===== src/dtslm_pkg.sv =====
package dtslm_pkg;

	localparam int unsigned LenW   = 24;
	localparam int unsigned ErrW   = LenW + 1;
	localparam int unsigned DzW    = 20;
	localparam int unsigned ScaleW = 24;
	localparam int unsigned OffW   = 7;
	localparam int unsigned DriveW = 8;
	localparam int unsigned CfgW   = 24;
	localparam int unsigned ProdW  = ErrW + ScaleW;
	localparam int unsigned FracW  = 16;

	localparam logic [DriveW-1:0] NEUTRAL  = 8'd90;
	localparam logic [OffW-1:0]   OFF_MAX  = 7'd90;
	localparam logic [LenW-1:0]   TICK_MAX = 24'hFFFFFF;

	localparam logic [DzW-1:0]    DZ_RESET    = 20'd1000;
	localparam logic [ScaleW-1:0] SCALE_RESET = 24'd1311;
	localparam logic [OffW-1:0]   OFF_RESET   = 7'd10;

	typedef enum logic [1:0] {
		CFG_DEADZONE   = 2'd0,
		CFG_TIME_SCALE = 2'd1,
		CFG_DRIVE_OFF  = 2'd2
	} cfg_idx_t;

	typedef enum logic {
		KIND_TICK   = 1'b0,
		KIND_TARGET = 1'b1
	} kind_t;

	typedef enum logic [1:0] {
		ST_EVAL  = 2'd0,
		ST_MUL_L = 2'd1,
		ST_MUL_R = 2'd2
	} back_state_t;

	typedef struct packed {
		logic                   req_type;
		logic signed [LenW-1:0] target_left;
		logic signed [LenW-1:0] target_right;
	} req_t;

	typedef struct packed {
		logic [DriveW-1:0] left_drive;
		logic [DriveW-1:0] right_drive;
		logic              moving;
	} rsp_t;

	typedef struct packed {
		kind_t                  kind;
		logic signed [LenW-1:0] target_left;
		logic signed [LenW-1:0] target_right;
	} cmd_t;

	typedef struct packed {
		logic [DzW-1:0]    deadzone;
		logic [ScaleW-1:0] time_scale;
		logic [OffW-1:0]   drive_offset;
	} cfg_t;

endpackage


===== src/dtslm_front.sv =====
module dtslm_front (
	input  logic               clk,
	input  logic               arst_n,
	input  logic               in_valid,
	output logic               in_ready,
	input  dtslm_pkg::req_t    in_req,
	output logic               cmd_valid,
	output dtslm_pkg::cmd_t    cmd,
	input  logic               cmd_pop
);
	import dtslm_pkg::*;

	cmd_t       mem_q [2];
	logic       wr_ptr_q;
	logic       rd_ptr_q;
	logic [1:0] count_q;
	logic       push;
	cmd_t       cmd_in;

	// classify the request into a command for the back end
	always_comb begin
		cmd_in.kind         = in_req.req_type ? KIND_TARGET : KIND_TICK;
		cmd_in.target_left  = in_req.target_left;
		cmd_in.target_right = in_req.target_right;
	end

	assign in_ready  = (count_q != 2'd2);
	assign push      = in_valid & in_ready;
	assign cmd_valid = (count_q != 2'd0);
	assign cmd       = mem_q[rd_ptr_q];

	// store commands
	always_ff @(posedge clk) begin
		if (push) begin
			mem_q[wr_ptr_q] <= cmd_in;
		end
	end

	// advance pointers and fill count
	always_ff @(posedge clk or negedge arst_n) begin
		if (!arst_n) begin
			wr_ptr_q <= 1'b0;
			rd_ptr_q <= 1'b0;
			count_q  <= 2'd0;
		end else begin
			if (push) begin
				wr_ptr_q <= ~wr_ptr_q;
			end
			if (cmd_pop) begin
				rd_ptr_q <= ~rd_ptr_q;
			end
			case ({push, cmd_pop})
				2'b10:   count_q <= count_q + 2'd1;
				2'b01:   count_q <= count_q - 2'd1;
				default: count_q <= count_q;
			endcase
		end
	end

endmodule


===== src/dtslm_back.sv =====
module dtslm_back (
	input  logic               clk,
	input  logic               arst_n,
	input  dtslm_pkg::cfg_t    cfg,
	input  logic               cmd_valid,
	input  dtslm_pkg::cmd_t    cmd,
	output logic               cmd_pop,
	output logic               out_valid,
	input  logic               out_ready,
	output dtslm_pkg::rsp_t    out_rsp
);
	import dtslm_pkg::*;

	back_state_t state_q, state_d;

	logic signed [LenW-1:0] cur_l_q, cur_r_q;
	logic signed [LenW-1:0] des_l_q, des_r_q;
	logic signed [LenW-1:0] goal_l_q, goal_r_q;
	logic [LenW-1:0]        time_l_q, time_r_q;
	logic [LenW-1:0]        elapsed_q;
	logic [DriveW-1:0]      drive_l_q, drive_r_q;
	logic [1:0]             done_q;
	logic                   active_q;
	logic [ErrW-1:0]        mag_l_q, mag_r_q;
	logic                   out_valid_q;
	rsp_t                   out_rsp_q;

	logic                   out_free;
	logic                   emit;
	logic                   do_tick;
	logic                   do_start;
	logic                   do_target;
	rsp_t                   rsp_d;

	logic signed [LenW-1:0] des_l_d, des_r_d;
	logic signed [ErrW-1:0] err_l, err_r;
	logic [ErrW-1:0]        mag_l, mag_r;
	logic                   start_w;
	logic [OffW-1:0]        off;
	logic [DriveW-1:0]      pick_l, pick_r;

	logic [LenW-1:0]        elapsed_d;
	logic                   fin_l, fin_r;
	logic [1:0]             done_d;
	logic                   both_done;
	logic [DriveW-1:0]      tick_drive_l, tick_drive_r;

	logic [ErrW-1:0]        mul_a;
	logic [ProdW-1:0]       prod;
	logic [ProdW-FracW-1:0] prod_sh;
	logic [LenW-1:0]        run_time;

	assign out_free = !out_valid_q || out_ready;

	// error and drive selection for a possible move start
	always_comb begin
		do_target = (cmd.kind == KIND_TARGET);
		des_l_d   = do_target ? cmd.target_left  : des_l_q;
		des_r_d   = do_target ? cmd.target_right : des_r_q;
		err_l     = {des_l_d[LenW-1], des_l_d} - {cur_l_q[LenW-1], cur_l_q};
		err_r     = {des_r_d[LenW-1], des_r_d} - {cur_r_q[LenW-1], cur_r_q};
		mag_l     = err_l[ErrW-1] ? ErrW'(-err_l) : ErrW'(err_l);
		mag_r     = err_r[ErrW-1] ? ErrW'(-err_r) : ErrW'(err_r);
		start_w   = (mag_l > {5'b0, cfg.deadzone}) || (mag_r > {5'b0, cfg.deadzone});
		off       = (cfg.drive_offset > OFF_MAX) ? OFF_MAX : cfg.drive_offset;
		if (mag_l < {5'b0, cfg.deadzone}) begin
			pick_l = NEUTRAL;
		end else if (!err_l[ErrW-1] && (err_l != '0)) begin
			pick_l = NEUTRAL + {1'b0, off};
		end else begin
			pick_l = NEUTRAL - {1'b0, off};
		end
		if (mag_r < {5'b0, cfg.deadzone}) begin
			pick_r = NEUTRAL;
		end else if (!err_r[ErrW-1] && (err_r != '0)) begin
			pick_r = NEUTRAL + {1'b0, off};
		end else begin
			pick_r = NEUTRAL - {1'b0, off};
		end
	end

	// one tick of a running move
	always_comb begin
		elapsed_d    = (elapsed_q != TICK_MAX) ? elapsed_q + 1'b1 : elapsed_q;
		fin_l        = !done_q[0] && ((elapsed_d > time_l_q) || (elapsed_d == TICK_MAX));
		fin_r        = !done_q[1] && ((elapsed_d > time_r_q) || (elapsed_d == TICK_MAX));
		done_d       = {done_q[1] | fin_r, done_q[0] | fin_l};
		both_done    = done_d[0] & done_d[1];
		tick_drive_l = (fin_l || both_done) ? NEUTRAL : drive_l_q;
		tick_drive_r = (fin_r || both_done) ? NEUTRAL : drive_r_q;
	end

	// shared run-time multiplier, saturated to the tick range
	always_comb begin
		mul_a    = (state_q == ST_MUL_L) ? mag_l_q : mag_r_q;
		prod     = ProdW'(mul_a) * ProdW'(cfg.time_scale);
		prod_sh  = prod[ProdW-1:FracW];
		run_time = (|prod_sh[ProdW-FracW-1:LenW]) ? TICK_MAX : prod_sh[LenW-1:0];
	end

	// sequence: evaluate, then two multiply steps for a move start
	always_comb begin
		state_d  = state_q;
		cmd_pop  = 1'b0;
		emit     = 1'b0;
		do_tick  = 1'b0;
		do_start = 1'b0;
		rsp_d.left_drive  = drive_l_q;
		rsp_d.right_drive = drive_r_q;
		rsp_d.moving      = active_q;
		unique case (state_q)
			ST_EVAL: begin
				if (cmd_valid && out_free) begin
					cmd_pop = 1'b1;
					if (!do_target && active_q) begin
						do_tick = 1'b1;
						emit    = 1'b1;
						rsp_d.left_drive  = tick_drive_l;
						rsp_d.right_drive = tick_drive_r;
						rsp_d.moving      = !both_done;
					end else if (!active_q && start_w) begin
						do_start = 1'b1;
						state_d  = ST_MUL_L;
					end else begin
						emit = 1'b1;
					end
				end
			end
			ST_MUL_L: begin
				state_d = ST_MUL_R;
			end
			ST_MUL_R: begin
				if (out_free) begin
					emit    = 1'b1;
					state_d = ST_EVAL;
				end
			end
			default: begin
				state_d = ST_EVAL;
			end
		endcase
	end

	always_ff @(posedge clk or negedge arst_n) begin
		if (!arst_n) begin
			state_q <= ST_EVAL;
		end else begin
			state_q <= state_d;
		end
	end

	// hold error magnitudes for the multiply steps
	always_ff @(posedge clk) begin
		if (do_start) begin
			mag_l_q <= mag_l;
			mag_r_q <= mag_r;
		end
	end

	// update move state
	always_ff @(posedge clk or negedge arst_n) begin
		if (!arst_n) begin
			cur_l_q   <= '0;
			cur_r_q   <= '0;
			des_l_q   <= '0;
			des_r_q   <= '0;
			goal_l_q  <= '0;
			goal_r_q  <= '0;
			time_l_q  <= '0;
			time_r_q  <= '0;
			elapsed_q <= '0;
			drive_l_q <= NEUTRAL;
			drive_r_q <= NEUTRAL;
			done_q    <= 2'b11;
			active_q  <= 1'b0;
		end else begin
			if (cmd_pop && do_target) begin
				des_l_q <= cmd.target_left;
				des_r_q <= cmd.target_right;
			end
			if (do_tick) begin
				elapsed_q <= elapsed_d;
				done_q    <= done_d;
				drive_l_q <= tick_drive_l;
				drive_r_q <= tick_drive_r;
				if (both_done) begin
					active_q <= 1'b0;
					cur_l_q  <= goal_l_q;
					cur_r_q  <= goal_r_q;
				end
			end
			if (do_start) begin
				goal_l_q  <= des_l_d;
				goal_r_q  <= des_r_d;
				drive_l_q <= pick_l;
				drive_r_q <= pick_r;
				done_q    <= 2'b00;
				elapsed_q <= '0;
				active_q  <= 1'b1;
			end
			if (state_q == ST_MUL_L) begin
				time_l_q <= run_time;
			end
			if (state_q == ST_MUL_R) begin
				time_r_q <= run_time;
			end
		end
	end

	// output register
	always_ff @(posedge clk or negedge arst_n) begin
		if (!arst_n) begin
			out_valid_q <= 1'b0;
		end else if (emit) begin
			out_valid_q <= 1'b1;
		end else if (out_ready) begin
			out_valid_q <= 1'b0;
		end
	end

	always_ff @(posedge clk) begin
		if (emit) begin
			out_rsp_q <= rsp_d;
		end
	end

	assign out_valid = out_valid_q;
	assign out_rsp   = out_rsp_q;

endmodule


===== src/dual_timed_servo_length_move.sv =====
// Two-channel timed line-length controller for continuous-rotation servos.
// Input channel (in_valid/in_ready/in_req): each request is a one millisecond
// tick (req_type 0) or a pair of new target lengths (req_type 1). Every
// request yields exactly one response on out_valid/out_ready/out_rsp with
// both servo commands (90 = stop) and the moving flag after that request.
// Requests land in a two-entry command queue; the executor works them off.
// A response passes the command queue and then the output register when no
// move starts; a request that starts a move also passes the multiply steps
// ST_MUL_L and ST_MUL_R, as the executor computes both run times one after
// another on a single multiplier. Throughput: one request per cycle while the
// receiver takes responses; a move start holds off the next request through its multiply steps.
// Configuration: cfg_we writes cfg_data to register cfg_index (0 deadzone,
// 1 time_scale, 2 drive_offset) and must be used only while no request is
// in flight. Reset restores register defaults, zero lengths, neutral drives.
// When the receiver stalls, the response waits in the output register, the
// queue fills, and in_ready drops once two requests are queued.
module dual_timed_servo_length_move (
	input  logic                       clk,
	input  logic                       arst_n,
	input  logic                       in_valid,
	output logic                       in_ready,
	input  dtslm_pkg::req_t            in_req,
	output logic                       out_valid,
	input  logic                       out_ready,
	output dtslm_pkg::rsp_t            out_rsp,
	input  logic                       cfg_we,
	input  logic [1:0]                 cfg_index,
	input  logic [dtslm_pkg::CfgW-1:0] cfg_data
);
	import dtslm_pkg::*;

	cfg_t cfg_q;
	logic cmd_valid;
	cmd_t cmd;
	logic cmd_pop;

	// configuration registers
	always_ff @(posedge clk or negedge arst_n) begin
		if (!arst_n) begin
			cfg_q.deadzone     <= DZ_RESET;
			cfg_q.time_scale   <= SCALE_RESET;
			cfg_q.drive_offset <= OFF_RESET;
		end else if (cfg_we) begin
			unique case (cfg_idx_t'(cfg_index))
				CFG_DEADZONE:   cfg_q.deadzone     <= cfg_data[DzW-1:0];
				CFG_TIME_SCALE: cfg_q.time_scale   <= cfg_data[ScaleW-1:0];
				CFG_DRIVE_OFF:  cfg_q.drive_offset <= cfg_data[OffW-1:0];
				default:        cfg_q              <= cfg_q;
			endcase
		end
	end

	dtslm_front u_front (
		.clk       (clk),
		.arst_n    (arst_n),
		.in_valid  (in_valid),
		.in_ready  (in_ready),
		.in_req    (in_req),
		.cmd_valid (cmd_valid),
		.cmd       (cmd),
		.cmd_pop   (cmd_pop)
	);

	dtslm_back u_back (
		.clk       (clk),
		.arst_n    (arst_n),
		.cfg       (cfg_q),
		.cmd_valid (cmd_valid),
		.cmd       (cmd),
		.cmd_pop   (cmd_pop),
		.out_valid (out_valid),
		.out_ready (out_ready),
		.out_rsp   (out_rsp)
	);

	// an idle response always shows neutral drives
	a_idle_neutral: assert property (@(posedge clk) disable iff (!arst_n)
		(out_valid && !out_rsp.moving) |->
		(out_rsp.left_drive == NEUTRAL) && (out_rsp.right_drive == NEUTRAL))
		else $error("idle response with non-neutral drive");

	// drives stay within the servo command range
	a_drive_range: assert property (@(posedge clk) disable iff (!arst_n)
		out_valid |-> (out_rsp.left_drive <= 8'd180) && (out_rsp.right_drive <= 8'd180))
		else $error("drive command out of range");

	// the executor never pops an empty queue
	a_pop_nonempty: assert property (@(posedge clk) disable iff (!arst_n)
		cmd_pop |-> cmd_valid)
		else $error("command popped from empty queue");

endmodule


===== config.mk =====
export PLATFORM = sky130hd
export DESIGN_NAME = dual_timed_servo_length_move
export DESIGN_NICKNAME = d
export VERILOG_FILES = /design/src/dtslm_pkg.sv /design/src/dtslm_front.sv /design/src/dtslm_back.sv /design/src/dual_timed_servo_length_move.sv
export SDC_FILE = /design/constraint.sdc
export NUM_CORES = 2
export LEC_CHECK = 0
export ABC_AREA = 1
export ABC_CLOCK_PERIOD_IN_PS = 9250
export BUFFER_PORTS_ARGS = -buffer_cell sky130_fd_sc_hd__buf_2
export CAP_MARGIN = 20
export CORE_MARGIN = 8
export CORE_UTILIZATION = 45
export CTS_BUF_LIST = sky130_fd_sc_hd__clkbuf_16
export DETAILED_ROUTE_END_ITERATION = 8
export PLACE_DENSITY = 0.62
export SYNTH_ARGS = -nofsm -noshare
export SYNTH_HDL_FRONTEND = slang
export SYNTH_SLANG_ARGS = --single-unit

===== constraint.sdc =====
create_clock -name clk -period 9.25 [get_ports clk]
set_input_delay 0.925 -clock clk [delete_from_list [all_inputs] [get_ports clk]]
set_output_delay 0.925 -clock clk [all_outputs]
set_load 0.02 [all_outputs]

==> reports/summary.txt <==
Critical Path RT - 9.75 ns
setup violators final - 0
fillers - 10200
crit path time final - 8.56 ns
Synth warnings - 0
met1 GRT Util - 0.300
GR Util met3 - 0.0339
HP Class - primary input to async pin
TritonCTS clock tree - built
cell depth of the worst flop-to-flop path - 33
Placer Congestion - 0.966
share of the synthesized area in the top cell type - 0.219
GRT overflow - 0
largest family of logic cells by synthesized area - adder cells
Compound-Gate Fraction of Synth Area - 0.0726
clock skew after layout - 0.0170 ns
Post-Synth Adder-Cell Area - 0.304
initial antenna violation count - 0
Synth cell types - 56
slowest CP cell - fa_1
input/output buffers - 98
placed wire-length estimate - 105000 microns
largest area contributor in the netlist - fa_1
Sink Count - 458
ant diodes - 0
Resized cells post-CTS - 0
largest net degree at the start of global routing - 138
most frequent cells in the layout - nand2_1, inv_1, nor2_1
Slew Limit Headroom - 0.326
number of H-tree levels - 2
Remaining DRCs - 0
period utilisation layout - 0.926
vias per inst - 5.11
Nets - 6821
root buffer cell - clkbuf_16
row count - 117
vias in the first global route - 38400
XOR/XNOR Fraction of Synth Area - 0.0187
Post CTS Setup Buffer Count - 0
final number of hold-violating endpoints - 0
Synth Instances - 5879
run status - finished, final reports clean
Post-Synth Simple-Gate Area - 0.217
core area - 102000 sq um
most common cell after layout, fill and taps aside - nand2_1
slowest stage delay, CP - 0.62 ns
Clk Latency, worst-skew pair - 0.62 ns
total CTS buffers - 51
CP max FO - 24
crit path DAT - 9.06 ns
Fin Setup TNS - 0 ns
kind of critical path - flip-flop to flip-flop
Post-synth top flop - dfrtp_1
die height - 336 microns
DR iter-0 viols - 2555
Max Cap Viol - 0
gr busiest metal - met2
global-route wire length before repair - 212000 microns
Slew Viols, Final - 0
Synth area leaders - fa_1, dfrtp_1, nand2_1, edfxtp_1, inv_1
DRT Pass-1 Iters - 5
routed len/inst - 18.1 microns
Async S/R FF share, synth - 0.640
met2 Use GR - 0.405
most frequent CP cell - fa_1
RSZ-0062 raised after global routing - no
syn avg cell area - 7.86 sq um
clock-pin slew on the worst setup and hold paths - 0.06 ns
die area - 113000 sq um
CP startpoint kind - flip-flop
cts hold-fix bufs - 0
Final ANT Viol Nets - 0
register area share after synthesis - 0.267
Die Wd - 336 microns
synthesized area - 46200 sq um
num ports - 99
layout cells sized above 1 - 0.0761
Synthesized Nets - 6779
Clock Path Buffers - 3
vias - 37500
Max Freq - 0.117 GHz
routed wire length - 132000 microns
#FFs+latches synth - 458
synthesis-to-layout area growth - 8.27%
Post-synth EDFFs - 165
mux contribution to synthesized area - 0
crit end category - flip-flop
actual slew at the worst max-slew pin - 1.01 ns
Initial Util - 0.454
GRT Total Usage - 0.237
[through the flow]
| step | hold WS (ns) | setup slack, ns | instance area, sq um | std cells | utilization |
|---|---|---|---|---|---|
| finish | 0.375 | 0.687 | 50000 | 7332 | 0.491 |
| global route | 0.429 | 0.145 | 50000 | 7332 | 0.491 |
| CTS | 0.404 | 0.736 | 50000 | 7332 | 0.491 |
| detailed placement | 0.468 | 0.786 | 48300 | 7236 | 0.474 |
| global placement | 0.465 | 0.892 | 48300 | 7236 | 0.474 |
| floorplan | 0.446 | 1.68 | 46200 | 5879 | - |
[cells by family (layout without fill, tap and decap cells)]
group           Yosys count  in the layout
simple gates           2443           2443
buf+inv                1454           1539
fa+ha+maj               820            820
compound gates          606            606
flops                   458            458
xor+xnor                 98             98
[layer usage]
metal	up-vias	part of all wire
met4	0	0.050
met3	283	0.061
met2	1129	0.47
met5	-	0
li1	17900	-
met1	18100	0.41
[worst max-delay path: cells and delay by family, from the launching register on]
family                     cells  cell delay [ns]
AOI/OAI and AO/OA              7             1.25
adders and majority gates      8             3.74
DFF                            1             0.42
and+or+nand+nor                9             1.21
buffers and inverters          9             1.76
[flip-flops by register name (all words and copies together), names as in the netlist, 8 cells and up]
register,count
u_back.cur_r_q,24
u_back.des_l_q,24
u_back.drive_r_q,8
u_back.goal_r_q,24
u_back.des_r_q,24
cfg_q,51
u_back.time_r_q,24
u_front.mem_q,98
u_back.mag_l_q,25
u_back.goal_l_q,24
u_back.elapsed_q,24
u_back.drive_l_q,8
u_back.time_l_q,24
u_back.out_rsp,17
u_back.mag_r_q,25
u_back.cur_l_q,24
[cell type report]
| cell class | count | area [sq um] | share of cell area |
|---|---|---|---|
| flip-flops and latches | 458 | 12300 | 0.246 |
| clock buffers | 53 | 1330 | 0.0265 |
| repair buffers | 186 | 1170 | 0.0235 |
| clock inverters | 43 | 433 | 0.00865 |
| well taps | 1368 | 1710 | 0.0342 |
| inverters | 1257 | 4720 | 0.0944 |
| multi-input cells | 3967 | 28300 | 0.567 |
[Yosys cell counts, types with 13 or more instances]
| master | instances |
|---|---|
| nand2_1 | 1516 |
| inv_1 | 1228 |
| nor2_1 | 517 |
| fa_1 | 505 |
| ha_1 | 315 |
| o21ai_0 | 271 |
| dfrtp_1 | 268 |
| a21oi_1 | 170 |
| edfxtp_1 | 165 |
| nand3_1 | 163 |
| clkbuf_1 | 157 |
| xor2_1 | 75 |
| nand4_1 | 71 |
| o21ai_1 | 57 |
| nand2_2 | 47 |
| nor3_1 | 35 |
| o21ai_2 | 30 |
| nor2_2 | 26 |
| dfstp_2 | 25 |
| or2_2 | 24 |
| xnor2_1 | 22 |
| o211ai_1 | 21 |
| clkinv_1 | 19 |
| o21a_1 | 15 |
| buf_2 | 13 |
| buf_6 | 13 |
| nand3b_1 | 13 |
[final timing paths]
kind                                     from                  end  slack [ns]
setup / recovery            u_back.state_q[1]  u_back.time_l_q[21]        0.69
hold / removal                         arst_n  u_back.elapsed_q[1]        0.38
setup reg to reg            u_back.state_q[1]  u_back.time_l_q[21]        0.69
hold reg to reg            u_back.time_r_q[2]   u_back.time_r_q[2]        0.48
max in group asynchronous              arst_n   u_back.des_l_q[17]        7.44
min in group clk           u_back.time_r_q[2]   u_back.time_r_q[2]        0.48
Power is left out: the tool's default activity adds up to more than one toggle a clock period on the data nets, which glitch-free logic cannot reach.
